==> src/rtl/core/rpcm_pkg.sv <==
// shared types and constants for the rank pair channel mapper
// no dependencies
package rpcm_pkg;

    localparam int BRIGHT_W = 30;
    localparam int READ_W   = 12;
    localparam int DIR_W    = 16;
    localparam int FIELD_W  = 7;
    localparam int COUNT_W  = 8;

    localparam logic [BRIGHT_W-1:0] BRIGHT_MAX = {BRIGHT_W{1'b1}};
    // brightness * 100 > 2^28 is the same as brightness > floor(2^28 / 100)
    localparam logic [BRIGHT_W-1:0] ACTIVE_LIMIT = BRIGHT_W'((2 ** 28) / 100);

    localparam int QUEUE_DEPTH = 2;
    localparam int QPTR_W      = 1;

    localparam logic [1:0] REG_SUN_X = 2'd0;
    localparam logic [1:0] REG_SUN_Y = 2'd1;
    localparam logic [1:0] REG_SUN_Z = 2'd2;

    typedef struct packed {
        logic signed [DIR_W-1:0] x;
        logic signed [DIR_W-1:0] y;
        logic signed [DIR_W-1:0] z;
    } rpcm_sun_t;

    typedef struct packed {
        logic [BRIGHT_W-1:0] bright;
        logic [READ_W-1:0]   reading;
        logic                active;
        logic                last;
    } rpcm_rec_t;

    typedef enum logic [2:0] {
        BK_LOAD,
        BK_SCAN,
        BK_DRAIN,
        BK_WRITE,
        BK_FETCH,
        BK_EMIT
    } rpcm_state_t;

endpackage

==> src/rtl/core/rpcm_front.sv <==
// front part: takes items, forms the clamped dot product and the active flag
// depends on rpcm_pkg
module rpcm_front (
    input  logic                              clk,
    input  logic                              rst_n,
    input  logic                              push,
    output logic                              full,
    input  logic signed [rpcm_pkg::DIR_W-1:0] pos_x,
    input  logic signed [rpcm_pkg::DIR_W-1:0] pos_y,
    input  logic signed [rpcm_pkg::DIR_W-1:0] pos_z,
    input  logic [rpcm_pkg::READ_W-1:0]       raw_level,
    input  logic                              final_item,
    input  rpcm_pkg::rpcm_sun_t               sun,
    output logic                              rec_wr,
    output rpcm_pkg::rpcm_rec_t               rec,
    input  logic                              q_full
);
    import rpcm_pkg::*;

    logic               vld_reg, vld_next;
    logic signed [31:0] px_reg, py_reg, pz_reg;
    logic [READ_W-1:0]  raw_reg;
    logic               last_reg;
    logic signed [33:0] sum;
    logic [BRIGHT_W-1:0] bright;
    logic               accept;

    assign rec_wr = vld_reg && !q_full;
    assign full   = vld_reg && q_full;
    assign accept = push && !full;

    // three-term sum is exact in 34-bit signed q6.28
    always_comb
    begin
        sum = 34'(px_reg) + 34'(py_reg) + 34'(pz_reg);
        if (sum[33])
            bright = '0;
        else if (sum[32:30] != 3'd0)
            bright = BRIGHT_MAX;
        else
            bright = sum[29:0];
        rec.bright  = bright;
        rec.reading = raw_reg;
        rec.active  = (bright > ACTIVE_LIMIT);
        rec.last    = last_reg;
        vld_next    = accept ? 1'b1 : (rec_wr ? 1'b0 : vld_reg);
    end

    always_ff @(posedge clk or negedge rst_n)
    begin
        if (!rst_n)
            vld_reg <= 1'b0;
        else
            vld_reg <= vld_next;
    end

    always_ff @(posedge clk)
    begin
        if (accept)
        begin
            px_reg   <= $signed(pos_x) * $signed(sun.x);
            py_reg   <= $signed(pos_y) * $signed(sun.y);
            pz_reg   <= $signed(pos_z) * $signed(sun.z);
            raw_reg  <= raw_level;
            last_reg <= final_item;
        end
    end

endmodule

==> config.mk <==
export PLATFORM = sky130hd
export DESIGN_NAME = rpcm_front
export DESIGN_NICKNAME = d
export VERILOG_FILES = /design/src/rtl/core/rpcm_pkg.sv /design/src/rtl/core/rpcm_front.sv
export SDC_FILE = /design/constraint.sdc
export NUM_CORES = 2
export LEC_CHECK = 0
export CORE_ASPECT_RATIO = 0.75
export CORE_MARGIN = 8
export CORE_UTILIZATION = 60
export CTS_BUF_LIST = sky130_fd_sc_hd__clkbuf_4
export CTS_CLUSTER_DIAMETER = 200
export DETAILED_ROUTE_END_ITERATION = 8
export DONT_BUFFER_PORTS = 1
export GPL_TIMING_DRIVEN = 0
export PLACE_DENSITY = 0.76
export SLEW_MARGIN = 20
export SYNTH_ARGS = -nofsm -noshare
export SYNTH_HDL_FRONTEND = slang
export SYNTH_SLANG_ARGS = --single-unit
==> constraint.sdc <==
create_clock -name clk -period 8.1 [get_ports clk]
set_input_delay 0 -clock clk [delete_from_list [all_inputs] [get_ports clk]]
set_output_delay 0 -clock clk [all_outputs]
set_load 0.01 [all_outputs]
==> flow_summary.json <==
{
  "yosysMostFrequentCell": "inv_1",
  "maxSlewViolCount": 0,
  "htreeDepth": 3,
  "fillers": 4876,
  "netlist_top_cells_count": "880 x inv_1, 819 x fa_1, 392 x nand2_1, 377 x and2_1, 278 x ha_1",
  "grt_pass1_wl_um": 141000,
  "overflow": 0,
  "setup-tns-final_ps": 0,
  "gp_congestion": 1.00,
  "grt_start_max_net_pins": 30,
  "dieArea_um2": 66800,
  "synth_area_um2": 35200,
  "antenna_found_initial": 5,
  "synth_top_cell_area_share_pct": 46.5,
  "cp.required_ps": 8330,
  "io_pins": 159,
  "final_cells": 4508,
  "vias": 25000,
  "clk_path_buf_depth": 2,
  "ctsRootBufferMaster": "clkbuf_4",
  "final_core_util_pct": 62.9,
  "viasPerCell": 5.55,
  "finalHoldViolCount": 0,
  "min_path_type": "primary input to primary output",
  "synth_seq_cells": 110,
  "fp-row-count": 77,
  "ys_seq_area_share_pct": 9.36,
  "max_freq_mhz": 152,
  "drt_wl_total_um": 86900,
  "status": "finished clean",
  "layout_min_cycle_time_ps": 6570,
  "drv_cap": 0,
  "drt_iter0_markers": 2037,
  "critPathArrivalTime_ps": 6810,
  "seq_area_um2": 3300,
  "first_pass_iters": 7,
  "drtAntennaViolNets": 0,
  "syn_nets": 4875,
  "coreArea_um2": 58500,
  "layout-area-overhead-vs-synth_pct": 4.39,
  "place_inst": 4458,
  "synth_edf_count": 109,
  "finClkSkew_ps": 16.5,
  "cts.clk_slew.worst_paths_ps": 190,
  "grt_util_all_layers_pct": 27.0,
  "crit_type": "primary input to flip-flop",
  "syn_inst": 3665,
  "cts_buffers": 9,
  "port_buffers": 0,
  "synth_warnings": 0,
  "nets": 4922,
  "cts_sinks": 110,
  "die_h_um": 226,
  "setup_viol": 0,
  "path_max_fanout": 10,
  "ys_top_cells_by_area": "fa_1 47%, ha_1 9.9%, inv_1 9.4%",
  "initial_utilization_pct": 60.2,
  "synth_area_leader_cell": "fa_1",
  "multi_input_area_um2": 28200,
  "syn_area_per_cell_um2": 9.61,
  "synth_ff_type": "edfxtp_1",
  "drive_above_1_share_pct": 1.05,
  "tightest_slew_ps": 817,
  "dpl.hpwl_um": 75800,
  "start_kind": "primary input",
  "cts_tree": "done",
  "worstSetupEndpointType": "flip-flop",
  "relSlewSlack_pct": 44.1,
  "wire_per_inst_um": 19.3,
  "post_synth_num_cell_types": 63,
  "clock_latency_ps": 490,
  "async_reset_ff_share_pct": 0.909,
  "cts_resized": 0,
  "die_x_um": 296,
  "fin_crit_sh_pct": 81.2,
  "drc": 0,
  "grt_pass1_vias": 25900,
  "rsz0062_at_grt": "no"
}
## kinds of logic after synthesis
kind of cell | count (synthesis) | share of synthesized area [%]
adders and majority gates | 1097 | 56.4
buffers and inverters | 987 | 10.5
DFF | 110 | 9.36
xor gates and xnor gates | 128 | 3.18
and+or+nand+nor | 1011 | 14.3
AOI/OAI and AO/OA | 332 | 6.20
## stage by stage
stage                     hold WS [ps]  area, um2  worst slack (ps)
after global placement            -296      36200               373
after CTS                         52.5      36800              1640
after detailed placement          -296      36300              1100
after global routing              53.7      36800              1330
final                             51.7      36800              1530
after floorplan                   -296      35200              2150
## path summary, 6_finish.rpt
path,start,end,slack (ps),cells past startpoint
setup reg to reg,vld_reg$_DFFE_PN0P_,pz_reg[19]$_DFFE_PP_,5990,4
hold reg to reg,vld_reg$_DFFE_PN0P_,raw_reg[6]$_DFFE_PP_,1050,2
hold / removal,q_full,rec_wr,50,1
setup / recovery,pos_z[15],pz_reg[31]$_DFFE_PP_,1530,19
max in group asynchronous,rst_n,vld_reg$_DFFE_PN0P_,7740,2
min in group asynchronous,rst_n,vld_reg$_DFFE_PN0P_,250,2
## area by class of cell
| class | count | area share, % |
|---|---|---|
| Antenna cell | 1 | 0.00681 |
| Buffer | 106 | 1.10 |
| Clock buffer | 9 | 0.184 |
| Clock inverter | 7 | 0.248 |
| Inverter | 881 | 8.99 |
| Multi-Input combinational cell | 2568 | 76.7 |
| Sequential cell | 110 | 8.97 |
| Tap cell | 790 | 2.69 |
| Timing Repair Buffer | 36 | 1.06 |
## cell usage in the layout, fill, tap and decap left out, drive strengths merged, types with 95 or more instances in the layout
cell type  instances
fa               819
xnor2             95
clkbuf           111
nand2            392
ha               278
a21oi            108
edfxtp           109
inv              885
and2             377
nor2             113
## routing by layer
layer	GRT usage, %	vias to the layer above	part of all wire, %
met1	41.7	12700	45
met3	9.12	87	13
met2	37.9	1150	41
met5	0	-	0.030
met4	2.86	4	0.90
li1	-	11100	-
## critical path, stage by stage
cell and delay [ps]:
clkbuf_1 410, nand2_1 190, inv_1 150, fa_1 540, fa_1 970, fa_1 550, fa_1 530, fa_1 490
inv_1 50, fa_1 480, inv_1 40, ha_1 320, a21o_1 180, a21oi_1 340, o21ai_0 160, a41o_1 300
o211a_1 280, a311o_1 370, xnor2_1 430
## what timing repair did
item | in CTS | in global routing
hold buffers | 33 | 0
endpoints found under the hold margin | 47 | 0
buffers inserted | 0 | 0
Power is left out: the tool's default activity adds up to more than one toggle a clock period on the data nets, which glitch-free logic cannot reach.
