$ cat src/rtl/core/rpcm_pkg.sv
// shared types and constants for the rank pair channel mapper
// no dependencies
package rpcm_pkg;

    localparam int BRIGHT_W = 30;
    localparam int READ_W   = 12;
    localparam int DIR_W    = 16;
    localparam int FIELD_W  = 7;
    localparam int COUNT_W  = 8;

    localparam logic [BRIGHT_W-1:0] BRIGHT_MAX = {BRIGHT_W{1'b1}};
    // brightness * 100 > 2^28 is the same as brightness > floor(2^28 / 100)
    localparam logic [BRIGHT_W-1:0] ACTIVE_LIMIT = BRIGHT_W'((2 ** 28) / 100);

    localparam int QUEUE_DEPTH = 2;
    localparam int QPTR_W      = 1;

    localparam logic [1:0] REG_SUN_X = 2'd0;
    localparam logic [1:0] REG_SUN_Y = 2'd1;
    localparam logic [1:0] REG_SUN_Z = 2'd2;

    typedef struct packed {
        logic signed [DIR_W-1:0] x;
        logic signed [DIR_W-1:0] y;
        logic signed [DIR_W-1:0] z;
    } rpcm_sun_t;

    typedef struct packed {
        logic [BRIGHT_W-1:0] bright;
        logic [READ_W-1:0]   reading;
        logic                active;
        logic                last;
    } rpcm_rec_t;

    typedef enum logic [2:0] {
        BK_LOAD,
        BK_SCAN,
        BK_DRAIN,
        BK_WRITE,
        BK_FETCH,
        BK_EMIT
    } rpcm_state_t;

endpackage

$ cat src/rtl/core/rpcm_fifo.sv
// two-entry record queue between the front and back parts
// depends on rpcm_pkg
module rpcm_fifo (
    input  logic              clk,
    input  logic              rst_n,
    input  logic              wr,
    input  rpcm_pkg::rpcm_rec_t wr_data,
    output logic              full,
    input  logic              rd,
    output rpcm_pkg::rpcm_rec_t rd_data,
    output logic              empty
);
    import rpcm_pkg::*;

    rpcm_rec_t         slot_reg [QUEUE_DEPTH];
    logic [QPTR_W-1:0] wp_reg, wp_next;
    logic [QPTR_W-1:0] rp_reg, rp_next;
    logic [QPTR_W:0]   cnt_reg, cnt_next;
    logic              do_wr, do_rd;

    assign full    = (cnt_reg == (QPTR_W + 1)'(QUEUE_DEPTH));
    assign empty   = (cnt_reg == '0);
    assign do_wr   = wr && !full;
    assign do_rd   = rd && !empty;
    assign rd_data = slot_reg[rp_reg];

    always_comb
    begin
        wp_next  = do_wr ? wp_reg + 1'b1 : wp_reg;
        rp_next  = do_rd ? rp_reg + 1'b1 : rp_reg;
        cnt_next = cnt_reg + (QPTR_W + 1)'(do_wr) - (QPTR_W + 1)'(do_rd);
    end

    always_ff @(posedge clk or negedge rst_n)
    begin
        if (!rst_n)
        begin
            wp_reg  <= '0;
            rp_reg  <= '0;
            cnt_reg <= '0;
        end
        else
        begin
            wp_reg  <= wp_next;
            rp_reg  <= rp_next;
            cnt_reg <= cnt_next;
        end
    end

    always_ff @(posedge clk)
    begin
        if (do_wr)
        begin
            slot_reg[wp_reg] <= wr_data;
        end
    end

endmodule

$ cat config.mk
export PLATFORM = sky130hd
export DESIGN_NAME = rpcm_fifo
export DESIGN_NICKNAME = d
export VERILOG_FILES = /design/src/rtl/core/rpcm_pkg.sv /design/src/rtl/core/rpcm_fifo.sv
export SDC_FILE = /design/constraint.sdc
export NUM_CORES = 1
export LEC_CHECK = 0
export ABC_CLOCK_PERIOD_IN_PS = 2700
export BUFFER_PORTS_ARGS = -buffer_cell sky130_fd_sc_hd__buf_2
export CORE_MARGIN = 3
export CORE_UTILIZATION = 47
export CTS_BUF_LIST = sky130_fd_sc_hd__clkbuf_4 sky130_fd_sc_hd__clkbuf_8 sky130_fd_sc_hd__clkbuf_16
export CTS_CLUSTER_DIAMETER = 100
export CTS_CLUSTER_SIZE = 8
export DETAILED_ROUTE_END_ITERATION = 12
export MAX_ROUTING_LAYER = met4
export PLACE_DENSITY = 0.75
export SKIP_CTS_REPAIR_TIMING = 1
export SLEW_MARGIN = 20
export SYNTH_ARGS = -nofsm -noshare
export SYNTH_HDL_FRONTEND = slang
export SYNTH_SLANG_ARGS = --single-unit
$ cat constraint.sdc
create_clock -name clk -period 2.7 [get_ports clk]
set_input_delay 0.27 -clock clk [delete_from_list [all_inputs] [get_ports clk]]
set_output_delay 0.27 -clock clk [all_outputs]
set_load 0.02 [all_outputs]
==> impl_metrics.toml, run 1 <==
[clock_network]
clock_tree.buffer_depth = 2
cts_inserted_buffers = 9
cts_root_buffer = "sky130_fd_sc_hd__clkbuf_8"
clock_tree_from_tritoncts = "built"
insertion_delay_ns = 0.35
clock_tree.htree_level_count = 3
clock_sink_count = 92
worst_path_clk_slew_ns = 0.08

[timing]
worst-slew-pin-transition_ns = 0.586
timing.final.setup_violations = 0
fin_setup_tns_ns = 0
timing.hold.ws_ns = 0.103
max_clock_freq_mhz = 497
finClkSkew_ns = 0.00687
final_min_period_over_clock_period = 0.746
final_hold_viol_count = 0
period_minus_slack_ns = 2.01
rsz0062_at_grt = "false"
layout_setup_ws_ns = 0.686
timing.slew.headroom = 0.609
report.final.slew_viol_count = 0

[layout]
diodes = 0
largest_register_ffs = 88
layout_cell_share_with_drive_strength_beyond_1 = 0.599
syn_to_final_growth_pct = 20.6
fin_nets = 308
num-fill-cells = 547
fin_area_mm2 = 0.00431
mostFrequentLayoutCells = "93 x sky130_fd_sc_hd__buf_2, 88 x sky130_fd_sc_hd__edfxtp_1, 39 x sky130_fd_sc_hd__mux2_4, 9 x sky130_fd_sc_hd__clkbuf_8, 5 x sky130_fd_sc_hd__mux2_2"
finish.cell_count_without_fillers = 361
final_common_cell = "sky130_fd_sc_hd__buf_2"

[synth]
syn_avg_cell_area_um2 = 23.1
synth_top_family_by_area = "multiplexers"
synth_compound_gate_area_share = 0
synth_top_cells_by_area = "sky130_fd_sc_hd__edfxtp_1 74%, sky130_fd_sc_hd__mux2_4 16%, sky130_fd_sc_hd__dfrtp_1 2.8%"
yosys.area_share.simple = 0.00910
synth_largest_type_area_fraction = 0.739
synth.largest_area_cell = "sky130_fd_sc_hd__edfxtp_1"
count_of_distinct_cell_types_in_the_synthesized_netlist = 15
proportion_of_synthesized_chip_area_in_sequential_cells = 0.767
postSynthRegisterBits = 92
yosys.area_share.adder = 0.00700
synth.net_count = 205
post_syn_instances = 155
netlist_area_mm2 = 0.00358
synthMuxAreaShare = 0.179
synthesis.yosys.warnings = 0
synth_xor_xnor_area_share = 0.00980

[global_route]
grt_antenna_before_repair = 0
globalRouteTotalUtil = 0.141
first_global_vias = 1741
pin_count_of_the_biggest_net_entering_global_routing = 45
global_route_wire_length_before_repair_mm = 8.74
overflow = 0

[placed_design]
pre_cts_slack_ns = 1.04
placed_area_mm2 = 0.00412
cells_after_dpl = 345
place.detailed.hpwl_mm = 3.72
numPortBuffers = 93
gp_congestion = 0.765

[critical_path]
endpoint_kind = "output port"
worst_setup_path_start_kind = "flop"
data_arrival_time_of_the_critical_path_ns = 1.74
reg2reg_depth = 4
cp_slowest_stage_delay_ns = 0.51
reg2reg_end = "slot_reg[0][21]$_DFFE_PP_"
rr_startpoint = "cnt_reg[0]$_DFF_PN0_"
timing.critical_path.cells = "buf_12 -> mux2_2 -> buf_2"
r2r_setup_slack_ns = 1.05
criticalPathCategory = "flop to output port"
path_delay_family = "flip-flops"
timing.critical_path.to = "rd_data[32]"
worst_ep_required_time_ns = 2.43
critPathLaunch = "rp_reg$_DFFE_PN0P_"
crit_path_max_fanout = 39
critical_path.n_buffers_inverters = 2
max_stage_delay_cell_worst_path = "sky130_fd_sc_hd__dfrtp_2"
critical_path_depth = 3

[routing]
route.final.wire_length_mm = 5.59
drt_drc_violations_left = 0
detail_route.iter0.violations = 55
highest-signal-layer = "met4"
dr_wl_met2_mm = 2.86
first_pass_detailed_route_iteration_total = 4
detailroute.wirelength.met3_um = 333
routedLengthMet1_mm = 2.30
route.detailed.vias_per_inst = 4.71
routedWlPerCell_um = 15.5
detail-route-antenna-nets = 0
dr_total_vias = 1701

[floorplanning]
io_pins = 94
initial_utilization = 0.488
die-width_um = 93.2
die_h_um = 93.2
rows = 31
placeableCoreArea_mm2 = 0.00733
floorplan.die_area_mm2 = 0.00869

[power_and_ir_drop]
p_leak_uw = 0.00174
peakVddDrop_uv = 755
pwrdens_mw_per_mm2 = 1090

[run_status]
status = "complete, no violations"

[min_path]
hp-class = "input port to flop"
hold_depth = 1

[flow_run]
cap_viol_max_count = 0
[worst register-to-register path, stage by stage, from the launching register on]
cell and delay (ns):
sky130_fd_sc_hd__dfrtp_1 0.38, sky130_fd_sc_hd__nand2b_1 0.15, sky130_fd_sc_hd__nand2_1 0.15, sky130_fd_sc_hd__nor2_4 0.10, sky130_fd_sc_hd__buf_4 0.49
[cell usage after synthesis, drive strengths merged]
cell,number
and3,1
dfrtp,4
edfxtp,88
xnor2,3
mux2,44
buf,5
nor2,2
ha,2
inv,2
nand2b,1
nand2,1
nor2b,1
xor2,1
[power by group]
| group | total, uW | internal (uW) | leakage (uW) | switching (uW) |
|---|---|---|---|---|
| combinational | 1780 | 799 | 0.000789 | 979 |
| clock | 856 | 428 | 0.0000908 | 428 |
| sequential | 2080 | 1960 | 0.000863 | 118 |
[stage by stage]
step | utilization | power (uW)
global route | 0.588 | 4970
CTS | 0.587 | 4780
floorplan | - | 3530
finish | 0.588 | 4710
global placement | 0.562 | 3890
detailed placement | 0.562 | 3920
[routing by layer]
layer | vias to the layer above | GRT usage
met5 | - | -
met3 | 9 | 0.0338
met4 | 0 | 0.0806
met1 | 829 | 0.165
met2 | 57 | 0.225
li1 | 806 | -
[cell families (layout without fill, tap and decap cells)]
| kind of cell | count (synthesis) | after routing |
|---|---|---|
| buffers and inverters | 7 | 114 |
| adders and majority gates | 2 | 2 |
| xor gates and xnor gates | 4 | 4 |
| muxes | 44 | 44 |
| and+or+nand+nor | 6 | 6 |
| DFF | 92 | 92 |
[layout make-up]
type / count / area (um^2) / share of cell area
flip-flops and latches: 92 / 2740 / 0.636
well taps: 99 / 124 / 0.0287
repair buffers: 97 / 510 / 0.118
multi-input cells: 56 / 743 / 0.172
clock inverters: 5 / 53.8 / 0.0125
clock buffers: 10 / 131 / 0.0305
inverters: 2 / 7.51 / 0.00174
[how the worst min path moves through the flow]
| stage | startpoint | to | slack [ns] |
|---|---|---|---|
| after global placement | rst_n | cnt_reg[0]$_DFF_PN0_ | 0.08 |
| after CTS | rst_n | cnt_reg[1]$_DFF_PN0_ | -0.30 |
| after global routing | wr_data[28] | slot_reg[1][28]$_DFFE_PP_ | 0.08 |
| final | wr_data[5] | slot_reg[0][5]$_DFFE_PP_ | 0.10 |
| after detailed placement | rst_n | wp_reg$_DFFE_PN0P_ | 0.09 |
| after floorplan | rst_n | cnt_reg[0]$_DFF_PN0_ | -0.03 |
Note: power is estimated with default switching activity, not from simulation.
==> run 2: changes to the inputs <==
- ABC_CLOCK_PERIOD_IN_PS: 2700 -> 2100
- CORE_UTILIZATION: 47 -> 52
- PLACE_DENSITY: 0.75 -> 0.79
- clock period: 2.7 -> 2.1 ns (I/O delays scaled with it)
==> impl_metrics.toml, run 2 (synthesis results as in run 1) <==
[run_status]
status = "complete, no violations"

[global_route]
overflow = 0
grt_antenna_before_repair = 0
global_route_wire_length_before_repair_mm = 8.66
globalRouteTotalUtil = 0.157
pin_count_of_the_biggest_net_entering_global_routing = 26
first_global_vias = 1877

[min_path]
hp-class = "input port to flop"
min_from = "wr_data[25]"
hold_depth = 1
whs_endpoint = "slot_reg[0][25]$_DFFE_PP_"

[floorplanning]
placeableCoreArea_mm2 = 0.00649
floorplan.die_area_mm2 = 0.00791
rows = 29
die_h_um = 88.9
initial_utilization = 0.551
io_pins = 94
die-width_um = 88.9

[critical_path]
rr_startpoint = "cnt_reg[0]$_DFF_PN0_"
worst_setup_path_start_kind = "flop"
reg2reg_depth = 7
crit_path_max_fanout = 23
reg2reg_end = "cnt_reg[1]$_DFF_PN0_"
data_arrival_time_of_the_critical_path_ns = 1.61
criticalPathCategory = "flop to output port"
worst_ep_required_time_ns = 1.89
endpoint_kind = "output port"
r2r_setup_slack_ns = 0.53

[power_and_ir_drop]
peakVddDrop_uv = 790
p_leak_uw = 0.00174
pwrdens_mw_per_mm2 = 1390

[timing]
report.final.slew_viol_count = 0
layout_setup_ws_ns = 0.277
rsz0062_at_grt = "false"
final_hold_viol_count = 0
timing.slew.headroom = 0.729
worst-slew-pin-transition_ns = 0.406
finClkSkew_ns = 0.00794
fin_setup_tns_ns = 0
period_minus_slack_ns = 1.82
timing.final.setup_violations = 0
final_min_period_over_clock_period = 0.868
max_clock_freq_mhz = 548

[clock_network]
clock_sink_count = 92
clock_tree_from_tritoncts = "built"
insertion_delay_ns = 0.34
cts_root_buffer = "sky130_fd_sc_hd__clkbuf_8"
clock_tree.htree_level_count = 3
clock_tree.buffer_depth = 2
cts_inserted_buffers = 9
worst_path_clk_slew_ns = 0.08

[layout]
mostFrequentLayoutCells = "93 x sky130_fd_sc_hd__buf_2, 88 x sky130_fd_sc_hd__edfxtp_1, 39 x sky130_fd_sc_hd__mux2_4, 9 x sky130_fd_sc_hd__clkbuf_8, 6 x sky130_fd_sc_hd__buf_4"
final_common_cell = "sky130_fd_sc_hd__buf_2"
diodes = 0
layout_cell_share_with_drive_strength_beyond_1 = 0.602
syn_to_final_growth_pct = 19.7
fin_nets = 311
largest_register_ffs = 88

[routing]
detail_route.iter0.violations = 29
routedWlPerCell_um = 16.5
drt_drc_violations_left = 0
detail-route-antenna-nets = 0
dr_total_vias = 1712
route.detailed.vias_per_inst = 4.99
first_pass_detailed_route_iteration_total = 4
route.final.wire_length_mm = 5.67

[placed_design]
numPortBuffers = 93
pre_cts_slack_ns = 0.537
gp_congestion = 0.641
place.detailed.hpwl_mm = 3.79

[flow_run]
cap_viol_max_count = 0
run 2: changes by cell type in the layout (fill, tap and decap cells not counted):
cell / change
sky130_fd_sc_hd__clkinvlp_4: +1
sky130_fd_sc_hd__clkinv_1: +1
sky130_fd_sc_hd__buf_12: -1
sky130_fd_sc_hd__buf_4: +4
sky130_fd_sc_hd__clkinv_4: +1
sky130_fd_sc_hd__bufinv_16: -1
sky130_fd_sc_hd__clkbuf_4: -1
run 2: final cells by class:
cell class	instances	area (um^2)
Multi-Input combinational cell	56	743
Fill cell	455	2220
Clock buffer	9	124
Inverter	2	7.51
Tap cell	77	96.3
Timing Repair Buffer	100	520
Sequential cell	92	2740
Clock inverter	7	43.8
run 2: routing by layer:
metal / global-route usage / vias up / wire length, um
li1: - / 813 / -
met1: 0.173 / 833 / 2300
met4: 0.0577 / 0 / 21
met2: 0.259 / 64 / 2920
met5: - / - / 0
met3: 0.0599 / 2 / 422
run 2: worst max-delay path by stage:
stage | startpoint | end | slack [ns] | cells past startpoint
2_1_floorplan | cnt_reg[1]$_DFF_PN0_ | slot_reg[1][0]$_DFFE_PP_ | 0.09 | 2
3_3_place_gp | cnt_reg[1]$_DFF_PN0_ | cnt_reg[1]$_DFF_PN0_ | 0.60 | 7
3_5_place_dp | cnt_reg[0]$_DFF_PN0_ | cnt_reg[1]$_DFF_PN0_ | 0.54 | 7
4_1_cts | rp_reg$_DFFE_PN0P_ | rd_data[38] | 0.25 | 3
5_1_grt | rp_reg$_DFFE_PN0P_ | rd_data[34] | 0.19 | 3
6_report | rp_reg$_DFFE_PN0P_ | rd_data[38] | 0.28 | 3
run 2: where the power goes:
group,internal [uW],leakage [uW],switching [uW]
logic,1030,0.000800,1300
clock network,422,0.0000779,576
registers,2510,0.000863,119
total,3960,0.00174,1990
run 2: worst max-delay path, stage by stage, from the launching register on:
cell	delay (ns)
sky130_fd_sc_hd__dfrtp_2	0.36
sky130_fd_sc_hd__buf_4	0.37
sky130_fd_sc_hd__mux2_2	0.39
sky130_fd_sc_hd__buf_2	0.16
run 2: through the flow:
stage,utilization,instance area [um^2],hold slack [ns],power (uW),std cells
2_1_floorplan,-,3580,-0.0856,4540,155
3_3_place_gp,0.631,4100,0.0211,5000,326
3_5_place_dp,0.631,4100,0.0235,5050,326
4_1_cts,0.657,4270,-0.358,6050,342
5_1_grt,0.659,4280,0.0246,6290,343
6_report,0.659,4280,0.0500,5960,343
